===== config.mk =====
export PLATFORM = sky130hd
export DESIGN_NAME = multi_pin_latching_debouncer_unit
export DESIGN_NICKNAME = d
export VERILOG_FILES = /design/src/hdl/dbnc_pkg.sv /design/src/hdl/dbnc_lane.sv /design/src/hdl/dbnc_merge.sv /design/src/hdl/multi_pin_latching_debouncer_unit.sv
export SDC_FILE = /design/constraint.sdc
export NUM_CORES = 2
export LEC_CHECK = 0
export BUFFER_PORTS_ARGS = -buffer_cell sky130_fd_sc_hd__buf_2
export CAP_MARGIN = 40
export CORE_MARGIN = 2
export CORE_UTILIZATION = 35
export CTS_CLUSTER_DIAMETER = 30
export DETAILED_ROUTE_END_ITERATION = 16
export SLEW_MARGIN = 25
export SYNTH_ARGS = -nofsm -noshare
export SYNTH_HDL_FRONTEND = slang
export SYNTH_SLANG_ARGS = --single-unit
export TNS_END_PERCENT = 100

===== constraint.sdc =====
create_clock -name i_clk -period 10.8 [get_ports i_clk]
set_input_delay 0 -clock i_clk [delete_from_list [all_inputs] [get_ports i_clk]]
set_output_delay 0 -clock i_clk [all_outputs]
set_load 0.01 [all_outputs]

===== src/hdl/dbnc_pkg.sv =====
// Shared types and constants for the multi-pin latching debouncer.
package dbnc_pkg;

    // Field widths
    localparam int TIME_W = 32;
    localparam int FIELD_W = 8;
    localparam int PCNT_W = 4;
    localparam int CFG_IDX_W = 2;

    // Default lane count
    localparam int PINS_DEF = 8;

    // Configuration register indexes
    localparam logic [CFG_IDX_W-1:0] CFG_IDX_HOLD = 2'd0;
    localparam logic [CFG_IDX_W-1:0] CFG_IDX_LATCH = 2'd1;
    localparam logic [CFG_IDX_W-1:0] CFG_IDX_PCNT = 2'd2;

    // Configuration reset values
    localparam logic [TIME_W-1:0] HOLD_RST = 32'd20;
    localparam logic [FIELD_W-1:0] LATCH_RST = 8'd0;
    localparam logic [PCNT_W-1:0] PCNT_RST = 4'd8;

    // Per-lane control for one poll tick
    typedef struct packed {
        logic pressed;
        logic latched;
        logic clear;
        logic active;
    } t_lane_ctl;

    // Per-lane reported status
    typedef struct packed {
        logic stable;
        logic settled;
    } t_lane_sts;

endpackage


===== src/hdl/dbnc_lane.sv =====
// One debounce lane: per-pin record and its update for one poll tick.
module dbnc_lane (
    input  logic                        i_clk,
    input  logic                        i_rst_n,
    input  logic                        i_en,
    input  dbnc_pkg::t_lane_ctl         i_ctl,
    input  logic [dbnc_pkg::TIME_W-1:0] i_now,
    input  logic [dbnc_pkg::TIME_W-1:0] i_hold,
    output dbnc_pkg::t_lane_sts         o_next
);

    logic                        r_stable;
    logic                        r_cand;
    logic                        r_settled;
    logic [dbnc_pkg::TIME_W-1:0] r_ctime;

    logic                        n_stable;
    logic                        n_cand;
    logic                        n_settled;
    logic [dbnc_pkg::TIME_W-1:0] n_ctime;

    // Clear first, then the timestamp update unless frozen or inactive
    always_comb begin
        n_stable  = r_stable;
        n_cand    = r_cand;
        n_settled = r_settled;
        n_ctime   = r_ctime;
        if (i_ctl.clear) begin
            n_stable  = 1'b0;
            n_cand    = 1'b0;
            n_settled = 1'b0;
            n_ctime   = '0;
        end
        if (i_ctl.active && !(i_ctl.latched && n_settled && n_stable)) begin
            // leaving a settled level restarts the timer
            if (n_settled && (i_ctl.pressed != n_stable)) begin
                n_settled = 1'b0;
                n_ctime   = '0;
            end
            // new candidate, or fresh start
            if ((i_ctl.pressed != n_cand) || (n_ctime == '0)) begin
                n_ctime = i_now;
                n_cand  = i_ctl.pressed;
            end
            // held long enough (modular difference)
            if ((i_now - n_ctime) > i_hold) begin
                n_stable  = n_cand;
                n_settled = 1'b1;
                n_ctime   = '0;
            end
        end
    end

    // Record update on each transfer
    always_ff @(posedge i_clk) begin
        if (!i_rst_n) begin
            r_stable  <= 1'b0;
            r_cand    <= 1'b0;
            r_settled <= 1'b0;
            r_ctime   <= '0;
        end else if (i_en) begin
            r_stable  <= n_stable;
            r_cand    <= n_cand;
            r_settled <= n_settled;
            r_ctime   <= n_ctime;
        end
    end

    assign o_next.stable  = n_stable;
    assign o_next.settled = n_settled;

endmodule


===== src/hdl/dbnc_merge.sv =====
// Merges lane status into the result masks; output register plus skid stage.
module dbnc_merge #(
    parameter int PINS = dbnc_pkg::PINS_DEF
) (
    input  logic                         i_clk,
    input  logic                         i_rst_n,
    input  logic                         i_load,
    input  dbnc_pkg::t_lane_sts          i_sts [PINS],
    input  logic                         i_out_stall,
    output logic                         o_in_stall,
    output logic                         o_out_valid,
    output logic [dbnc_pkg::FIELD_W-1:0] o_stable_pressed,
    output logic [dbnc_pkg::FIELD_W-1:0] o_settled_mask
);

    logic [dbnc_pkg::FIELD_W-1:0] w_stable;
    logic [dbnc_pkg::FIELD_W-1:0] w_settled;

    logic                         r_out_vld;
    logic [dbnc_pkg::FIELD_W-1:0] r_out_stable;
    logic [dbnc_pkg::FIELD_W-1:0] r_out_settled;
    logic                         r_skid_vld;
    logic [dbnc_pkg::FIELD_W-1:0] r_skid_stable;
    logic [dbnc_pkg::FIELD_W-1:0] r_skid_settled;

    logic                         n_out_vld;
    logic [dbnc_pkg::FIELD_W-1:0] n_out_stable;
    logic [dbnc_pkg::FIELD_W-1:0] n_out_settled;
    logic                         n_skid_vld;
    logic [dbnc_pkg::FIELD_W-1:0] n_skid_stable;
    logic [dbnc_pkg::FIELD_W-1:0] n_skid_settled;

    // Gather lane bits; lanes beyond the field width are not reported
    for (genvar j = 0; j < dbnc_pkg::FIELD_W; j++) begin : g_gather
        if (j < PINS) begin : g_lane
            assign w_stable[j]  = i_sts[j].stable;
            assign w_settled[j] = i_sts[j].settled;
        end else begin : g_none
            assign w_stable[j]  = 1'b0;
            assign w_settled[j] = 1'b0;
        end
    end

    // Output register and skid stage
    always_comb begin
        n_out_vld      = r_out_vld;
        n_out_stable   = r_out_stable;
        n_out_settled  = r_out_settled;
        n_skid_vld     = r_skid_vld;
        n_skid_stable  = r_skid_stable;
        n_skid_settled = r_skid_settled;
        if (!r_out_vld || !i_out_stall) begin
            if (r_skid_vld) begin
                n_out_vld     = 1'b1;
                n_out_stable  = r_skid_stable;
                n_out_settled = r_skid_settled;
                n_skid_vld    = 1'b0;
            end else begin
                n_out_vld     = i_load;
                n_out_stable  = w_stable;
                n_out_settled = w_settled;
            end
        end else if (i_load) begin
            n_skid_vld     = 1'b1;
            n_skid_stable  = w_stable;
            n_skid_settled = w_settled;
        end
    end

    always_ff @(posedge i_clk) begin
        if (!i_rst_n) begin
            r_out_vld  <= 1'b0;
            r_skid_vld <= 1'b0;
        end else begin
            r_out_vld  <= n_out_vld;
            r_skid_vld <= n_skid_vld;
        end
        r_out_stable   <= n_out_stable;
        r_out_settled  <= n_out_settled;
        r_skid_stable  <= n_skid_stable;
        r_skid_settled <= n_skid_settled;
    end

    assign o_in_stall       = r_skid_vld;
    assign o_out_valid      = r_out_vld;
    assign o_stable_pressed = r_out_stable;
    assign o_settled_mask   = r_out_settled;

endmodule


===== src/hdl/multi_pin_latching_debouncer_unit.sv =====
// Top level of the multi-pin latching debouncer: config registers, lanes, merge.
// Each result is registered in the output register, or in the skid entry under a stall.
// Throughput: one poll tick per cycle unless input stalls; all pins update side by side.
// Output register plus skid entry: under a held output stall one more transfer is taken,
// then input stalls until the waiting result leaves.
// Reset clears every pin record and loads the register defaults; no clearing pass.
module multi_pin_latching_debouncer_unit #(
    parameter int PINS = dbnc_pkg::PINS_DEF
) (
    input  logic                           i_clk,
    input  logic                           i_rst_n,
    // poll tick channel
    input  logic                           i_in_valid,
    output logic                           o_in_stall,
    input  logic [dbnc_pkg::TIME_W-1:0]    i_now_ticks,
    input  logic [dbnc_pkg::FIELD_W-1:0]   i_raw_levels,
    input  logic [dbnc_pkg::FIELD_W-1:0]   i_clear_mask,
    // result channel
    output logic                           o_out_valid,
    input  logic                           i_out_stall,
    output logic [dbnc_pkg::FIELD_W-1:0]   o_stable_pressed,
    output logic [dbnc_pkg::FIELD_W-1:0]   o_settled_mask,
    // configuration write channel
    input  logic                           i_cfg_valid,
    output logic                           o_cfg_ready,
    input  logic [dbnc_pkg::CFG_IDX_W-1:0] i_cfg_index,
    input  logic [dbnc_pkg::TIME_W-1:0]    i_cfg_data
);

    logic [dbnc_pkg::TIME_W-1:0]  r_hold;
    logic [dbnc_pkg::FIELD_W-1:0] r_latch;
    logic [dbnc_pkg::PCNT_W-1:0]  r_pcnt;

    logic                         w_in_xfer;
    dbnc_pkg::t_lane_ctl          w_ctl [PINS];
    dbnc_pkg::t_lane_sts          w_sts [PINS];

    // Configuration registers, always ready
    always_ff @(posedge i_clk) begin
        if (!i_rst_n) begin
            r_hold  <= dbnc_pkg::HOLD_RST;
            r_latch <= dbnc_pkg::LATCH_RST;
            r_pcnt  <= dbnc_pkg::PCNT_RST;
        end else if (i_cfg_valid) begin
            case (i_cfg_index)
                dbnc_pkg::CFG_IDX_HOLD:  r_hold  <= i_cfg_data;
                dbnc_pkg::CFG_IDX_LATCH: r_latch <= i_cfg_data[dbnc_pkg::FIELD_W-1:0];
                dbnc_pkg::CFG_IDX_PCNT:  r_pcnt  <= i_cfg_data[dbnc_pkg::PCNT_W-1:0];
                default: ;
            endcase
        end
    end

    assign o_cfg_ready = 1'b1;
    assign w_in_xfer   = i_in_valid && !o_in_stall;

    // Lane control and lanes; pins past the field width read pressed, never latch or clear
    for (genvar i = 0; i < PINS; i++) begin : g_lane
        if (i < dbnc_pkg::FIELD_W) begin : g_field
            assign w_ctl[i].pressed = ~i_raw_levels[i];
            assign w_ctl[i].latched = r_latch[i];
            assign w_ctl[i].clear   = i_clear_mask[i];
        end else begin : g_wide
            assign w_ctl[i].pressed = 1'b1;
            assign w_ctl[i].latched = 1'b0;
            assign w_ctl[i].clear   = 1'b0;
        end
        assign w_ctl[i].active =
            (32'(i) < {{(32 - dbnc_pkg::PCNT_W){1'b0}}, r_pcnt});

        dbnc_lane u_lane (
            .i_clk   (i_clk),
            .i_rst_n (i_rst_n),
            .i_en    (w_in_xfer),
            .i_ctl   (w_ctl[i]),
            .i_now   (i_now_ticks),
            .i_hold  (r_hold),
            .o_next  (w_sts[i])
        );
    end

    // Merge into result masks
    dbnc_merge #(
        .PINS (PINS)
    ) u_merge (
        .i_clk            (i_clk),
        .i_rst_n          (i_rst_n),
        .i_load           (w_in_xfer),
        .i_sts            (w_sts),
        .i_out_stall      (i_out_stall),
        .o_in_stall       (o_in_stall),
        .o_out_valid      (o_out_valid),
        .o_stable_pressed (o_stable_pressed),
        .o_settled_mask   (o_settled_mask)
    );

`ifndef SYNTHESIS
    // Skid entry only holds data behind a waiting result
    a_skid_behind_out: assert property (@(posedge i_clk) disable iff (!i_rst_n)
        o_in_stall |-> o_out_valid)
        else $error("skid full while output register empty");

    // After every transfer the output register holds a valid result in the next cycle
    a_xfer_result: assert property (@(posedge i_clk) disable iff (!i_rst_n)
        w_in_xfer |=> o_out_valid)
        else $error("transfer without a result");

    // A transfer behind a stalled result fills the skid stage
    a_skid_fill: assert property (@(posedge i_clk) disable iff (!i_rst_n)
        (w_in_xfer && o_out_valid && i_out_stall) |=> o_in_stall)
        else $error("result dropped under output stall");
`endif

endmodule


After elaboration in Yosys (flattened, before gate mapping):

Index checks and enable logic that the tools add are counted.
Widths: inputs -> output; s select.

* output and inout bits: 19
* flip-flop bits (word level): 358
* word-level logic and storage cells: 299
* input port bits: 87

* $add $sub $neg: 8
* reduce and logical (&&, ||, !) cells: 67
* order comparisons: 16
* mux-type cells: 139
* bitwise gates (word level): 10
* eq/ne operators: 18

Operators with widths (number)
* $mux 32: 56
* $gt 32x32->1: 8
* $logic_not 32->1: 8
* $sub 32x32->32: 8
* $mux 1: 81
* $logic_and 1x1->1: 33
* $lt 3x4->1 const A: 4
* $mux 8: 2
* $ne 1x1->1: 16
* $logic_not 1->1: 11
* $not 1->1: 10
* $logic_or 1x1->1: 9
* $lt 1x4->1 const A: 2
* $lt 2x4->1 const A: 2
* $reduce_and 2->1: 4
* $eq 2x1->1 const B: 1
* $eq 2x2->1 const B: 1
* $logic_not 2->1: 1
* $reduce_or 2->1: 1

Longest topological paths before layout:

* depth in word-level cells: 15
* mapped depth: 35
* mapped depth without buffers: 30

By module:

From an unflattened synthesis, not the netlist that was laid out.

* cells, all modules: 5489
* area total of the unflattened synthesis: 41298.4 µm²

By module, submodules not included
* dbnc_lane at g_lane[0].u_lane ...: seq. area each 700.7 µm², instances 4, cells an instance 624, area an instance 4605.7 µm²
* dbnc_lane at g_lane[6].u_lane ...: seq. area each 700.7 µm², instances 2, cells an instance 683, area an instance 4956.0 µm²
* dbnc_lane at g_lane[5].u_lane: seq. area each 700.7 µm², instances 1, cells an instance 682, area an instance 4962.3 µm²
* dbnc_lane at g_lane[1].u_lane: seq. area each 700.7 µm², instances 1, cells an instance 683, area an instance 4848.4 µm²
* multi_pin_latching_debouncer_unit: seq. area each 880.8 µm², instances 1, cells an instance 205, area an instance 1875.5 µm²
* dbnc_merge: seq. area each 1001.0 µm², instances 1, cells an instance 57, area an instance 1277.5 µm²

Least setup slack after synthesis:

Ideal clock, no wire load.

* kind: flip-flop to flip-flop
* start: reg g_lane[3].u_lane.r_ctime[3] (netlist name)
* end: reg u_merge.r_out_stable, in the netlist u_merge.o_stable_pressed[3] (data pin)
* period minus slack after synthesis: 6.886 ns
* setup time: 0.260 ns
* data arrival time: 6.626 ns
* path slack: 3.914 ns
* buffers on the path: 3
* cell stages (with the launch flop): 30
* required time: 10.540 ns
* path through: dfxtp_1 -> clkbuf_1 -> nor4_1 -> nand4_1 -> o211ai_2 -> clkbuf_1 -> buf_1 -> mux2i_1 -> ha_1 -> o21ai_0 -> nand2b_1 -> a31o_2 -> a21o_1 -> a2111oi_0 -> nor2_1 -> a21oi_1 -> o21ai_1 -> a21boi_0 -> xnor2_1 -> ha_1 -> a21o_1 -> a21o_1 -> a21o_1 -> a21o_1 -> a21o_1 -> a21o_1 -> a2bb2oi_1 -> a21boi_0 -> mux2_2 -> mux2_2

* longest elaborated chain between the ends: 12
* elaborated cells between the ends (all ways): 13
* classes of those cells: add/sub (1); order compare (1); mux (9); reduce/logical (2)

Ends and longest elaborated chain
* start, declared: line dbnc_lane.sv:15 `logic [dbnc_pkg::TIME_W-1:0] r_ctime;`
* start signal, assigned: line dbnc_lane.sv:65 `r_ctime <= n_ctime;`
* $mux 32 (*): line dbnc_lane.sv:28 `if (i_ctl.clear) begin`
* $mux 32 (*): line dbnc_lane.sv:36 `if (n_settled && (i_ctl.pressed != n_stable)) begin`
* $mux 32 (*): line dbnc_lane.sv:34 `if (i_ctl.active && !(i_ctl.latched && n_settled && n_stable)) begin`
* $logic_not 32->1: line dbnc_lane.sv:41 `if ((i_ctl.pressed != n_cand) || (n_ctime == '0)) begin`
* $logic_or 1x1->1: line dbnc_lane.sv:41
* $mux 32: line dbnc_lane.sv:41
* $mux 32: line dbnc_lane.sv:34
* $sub 32x32->32: line dbnc_lane.sv:46 `if ((i_now - n_ctime) > i_hold) begin`
* $gt 32x32->1: line dbnc_lane.sv:46
* $mux 1 (*): line dbnc_lane.sv:46
* $mux 1 (*): line dbnc_lane.sv:34
* named net g_lane[3].u_lane.n_stable: line dbnc_lane.sv:17 `logic n_stable;`
* $mux 8 (*): line dbnc_merge.sv:53 `if (r_skid_vld) begin`
* end signal, assigned: line dbnc_merge.sv:78 `r_out_stable <= n_out_stable;`
* end, declared: line dbnc_merge.sv:20 `logic [dbnc_pkg::FIELD_W-1:0] r_out_stable;`

Mark *: on every way through the listed nets, which the timed path passes. The rest lies on a longest branch. The select of a mux whose other input is x is not followed.
A chain may end at the register's enable or synchronous reset.

Final worst setup path:

* start: reg g_lane[5].u_lane.r_ctime[1] (netlist name)
* end: reg u_merge.r_out_stable, in the netlist u_merge.o_stable_pressed[5] (data pin)

* longest elaborated chain between the ends: 12
* elaborated cells between the ends (all ways): 13
* classes of those cells: add/sub (1); order compare (1); mux (9); reduce/logical (2)

Ends and longest elaborated chain (line)
* start, declared: dbnc_lane.sv:15
* start signal, assigned: dbnc_lane.sv:65
* $mux 32 (*): dbnc_lane.sv:28
* $mux 32 (*): dbnc_lane.sv:36
* $mux 32 (*): dbnc_lane.sv:34
* $logic_not 32->1: dbnc_lane.sv:41
* $logic_or 1x1->1: dbnc_lane.sv:41
* $mux 32: dbnc_lane.sv:41
* $mux 32: dbnc_lane.sv:34
* $sub 32x32->32: dbnc_lane.sv:46
* $gt 32x32->1: dbnc_lane.sv:46
* $mux 1 (*): dbnc_lane.sv:46
* $mux 1 (*): dbnc_lane.sv:34
* named net g_lane[5].u_lane.n_stable: dbnc_lane.sv:17
* $mux 8 (*): dbnc_merge.sv:53

Marks and branches as above.

==> run_results.csv <==
group,metric,value,unit
routing,drc,0,
grt,grt.met3_usage,0.0348,
timing,fin_hold_ws,22.6,ps
synthesis,seq_area_frac_synth,0.195,
grt,grt_use_total,0.241,
setup_path,slowest_delay,830,ps
layout,reg_top3,"g_lane.u_lane.r_ctime (256), r_hold (32)",
min_path,min_path_type,"in2reg",
layout,syn2layout_area_growth,16.4,%
synthesis,synth_area_leaders,"dfxtp_1, ha_1, a21oi_1, nand2_1, o21ai_0",
setup_path,start_kind,"flip-flop",
synthesis,ys.flop_type,"dfxtp_1",
place,portBuffers,104,
synthesis,synth_edf_count,32,
synthesis,synth_top_area_share,0.170,
setup_path,critical_path.endpoint,"u_merge.o_stable_pressed[5]",
pwr,total_leakage_power,18.7,nW
die,die_area,112000,um2
synthesis,avgSynthCellArea,7.51,um2
synthesis,syn_nets,5670,
routing,post_drt_wl_per_cell,21.1,um
synthesis,synth_top_area_cell,"dfxtp_1",
die,rows,121,
setup_path,criticalPathCategory,"reg2reg",
timing,max_slew_margin,0.356,
timing,slew_violations,0,
clock_network,cts-resized-gates,0,
place,preCtsSetupSlack,2170,ps
routing,vias,40029,
clock_network,cts.path.max_buffers,3,
synthesis,ys_ff_latch,358,
grt,grt_pass1_wl,216000,um
outcome,outcome,"completed",
grt,antenna_found_initial,0,
routing,wl,141000,um
clock_network,clk_latency,670,ps
routing,ant_nets,0,
timing,tns,0,ps
clock_network,clkTransAtPathRegs,50,ps
setup_path,regToRegSetupSlack,1810,ps
timing,fmax,111,MHz
routing,first_pass_iters,5,
timing,setup_viol,0,
pwr,irDropWorstVdd,0.131,mV
die,die_h,335,um
setup_path,ff2ff_path_depth,25,
timing,hold_violations,0,
clock_network,hold_buffers,89,
die,pin_count,106,
clock_network,cts_sinks,358,
setup_path,critPathMostFrequentCell,"a21oi_1",
setup_path,cp-end-kind,"flip-flop",
pwr,powerDensity,224,nW/um2
setup_path,arrival,9400,ps
layout,antenna_cells,0,
layout,drive_gt1_frac,0.0841,
synthesis,ys_warn_count,0,
setup_path,r2r-end,"u_merge.o_stable_pressed[5]",
grt,grtUsageMet2,0.363,
place,gp_congestion,0.962,
grt,overflow,0,
setup_path,crit_slowest_cell,"nor4_1",
die,core,109000,um2
clock_network,cts_max_level,3,
synthesis,syn_area,38400,um2
grt,grt_max_degree,78,
timing,period_needed,8990,ps
clock_network,root_buffer,"clkbuf_16",
clock_network,post-cts-setup-buffer-count,0,
setup_path,reg2reg_from,"g_lane[5].u_lane.r_ctime[1]",
setup_path,required,11210,ps
timing,fin_crit_sh,0.832,
synthesis,synthTopCellsByCount,"nand2_1, a21oi_1, ha_1, o21ai_0, dfxtp_1",
timing,rsz0062_at_grt,"no",
layout,final_nets,5735,
routing,drt-vias-per-instance,5.99,
timing,worst_pin_slew,957,ps
flow_run,maxCapViolations,0,
grt,top_usage_layer,"met2",
synthesis,syn_inst,5119,
die,initial_utilization,0.353,
setup_path,setup.worst_path.start,"g_lane[5].u_lane.r_ctime[1]",
die,chipWidth,335,um
clock_network,cts_tree,"yes",
layout,largest_reg_flops,256,
synthesis,synth-async-reset-ratio,0,
grt,met1_usage,0.349,
timing,finClkSkew,33.6,ps
place,dp_hpwl,106000,um
clock_network,cts_made_buffers,97,
routing,drt-initial-drc-count,4167,
synthesis,yosysMostFrequentCell,"nand2_1",
synthesis,synth_cell_types,101,
timing,setup_slack,1810,ps
grt,grt_pass1_vias,36082,
setup_path,cp_max_fo,33,
layout,regMostFlops,"g_lane.u_lane.r_ctime",
[logic make-up (layout without fill, tap and decap cells)]
logic type               Yosys count  in the layout  share of synthesized area
multiplexers                      59             59                     0.0158
buffers and inverters            452            599                     0.0461
AND/OR/NAND/NOR                 1719           1719                      0.228
adder cells (fa/ha/maj)          467            467                      0.152
other                              1              1                  0.0000976
XOR/XNOR                         269            269                     0.0619
AO/OA/AOI/OAI                   1794           1794                      0.302
flip-flops                       358            358                      0.195
[per-stage QoR]
stage,cell area (um2),util,power (mW),std cells
final,44800,0.411,10.0,6680
after global routing,44800,0.411,10.7,6680
after CTS,44700,0.411,9.93,6674
after detailed placement,40200,0.369,6.68,6404
after global placement,40100,0.368,6.58,6391
after floorplan,38400,-,5.38,5119
[how the worst min path moves through the flow]
stage | to | slack, ps | startpoint | cells past startpoint
finish | g_lane[6].u_lane.r_ctime[11] | 20 | i_now_ticks[11] | 3
global route | g_lane[0].u_lane.r_ctime[11] | 40 | i_now_ticks[11] | 3
CTS | g_lane[6].u_lane.r_ctime[11] | 0.2 | i_now_ticks[11] | 3
detailed placement | r_hold[31] | 260 | i_cfg_data[31] | 3
global placement | r_hold[31] | 250 | i_cfg_data[31] | 3
floorplan | r_hold[1] | 140 | i_cfg_data[1] | 2
[routing by layer]
| metal | vias to the layer above | share of wire |
|---|---|---|
| li1 | 19207 | - |
| met1 | 18935 | 0.47 |
| met2 | 1638 | 0.42 |
| met3 | 249 | 0.077 |
| met4 | 0 | 0.032 |
| met5 | - | 0 |
[cells in the final DEF (no fill, tap or decap), types with 32 or more instances in the layout]
cell type,n
buf_2,108
nand4_1,119
a31oi_1,58
o21bai_1,34
nor2_1,245
a211oi_1,40
or3_1,42
o21a_1,76
a21boi_0,67
and3_1,198
nand3_1,90
nor2b_1,89
edfxtp_1,32
xnor2_1,183
mux2i_1,45
ha_1,464
nor4_1,84
nand2b_1,83
buf_4,61
a21o_1,232
o21ai_0,357
xor2_1,83
o31ai_1,44
dlygate4sd3_1,89
a21oi_1,505
inv_1,139
nor3_1,37
dfxtp_1,326
nand2_1,550
o211ai_1,58
and2_1,107
clkbuf_16,98
[critical path: cells and delay by family (launching register included)]
| family | cells | cell delay (ps) |
|---|---|---|
| AOI/OAI and AO/OA | 12 | 3440 |
| xor gates and xnor gates | 1 | 170 |
| adders and majority gates | 2 | 670 |
| buffers and inverters | 1 | 470 |
| DFF | 1 | 420 |
| muxes | 2 | 430 |
| and+or+nand+nor | 7 | 3100 |
[power by group]
part | internal (mW) | switching (mW) | total [mW] | leakage [nW]
Sequential | 1.55 | 0.188 | 1.74 | 2.96
Combinational | 2.06 | 3.04 | 5.10 | 14.0
Clock | 2.19 | 0.992 | 3.18 | 1.73
[cell type report]
type,count,area (um2)
fillers,11019,64100
inverters,146,548
clock buffers,115,2620
flip-flops and latches,358,7490
clock inverters,66,975
well taps,1414,1770
multi-input cells,4309,29300
repair buffers,272,2080
No activity file was read; power rests on OpenSTA's default activity.
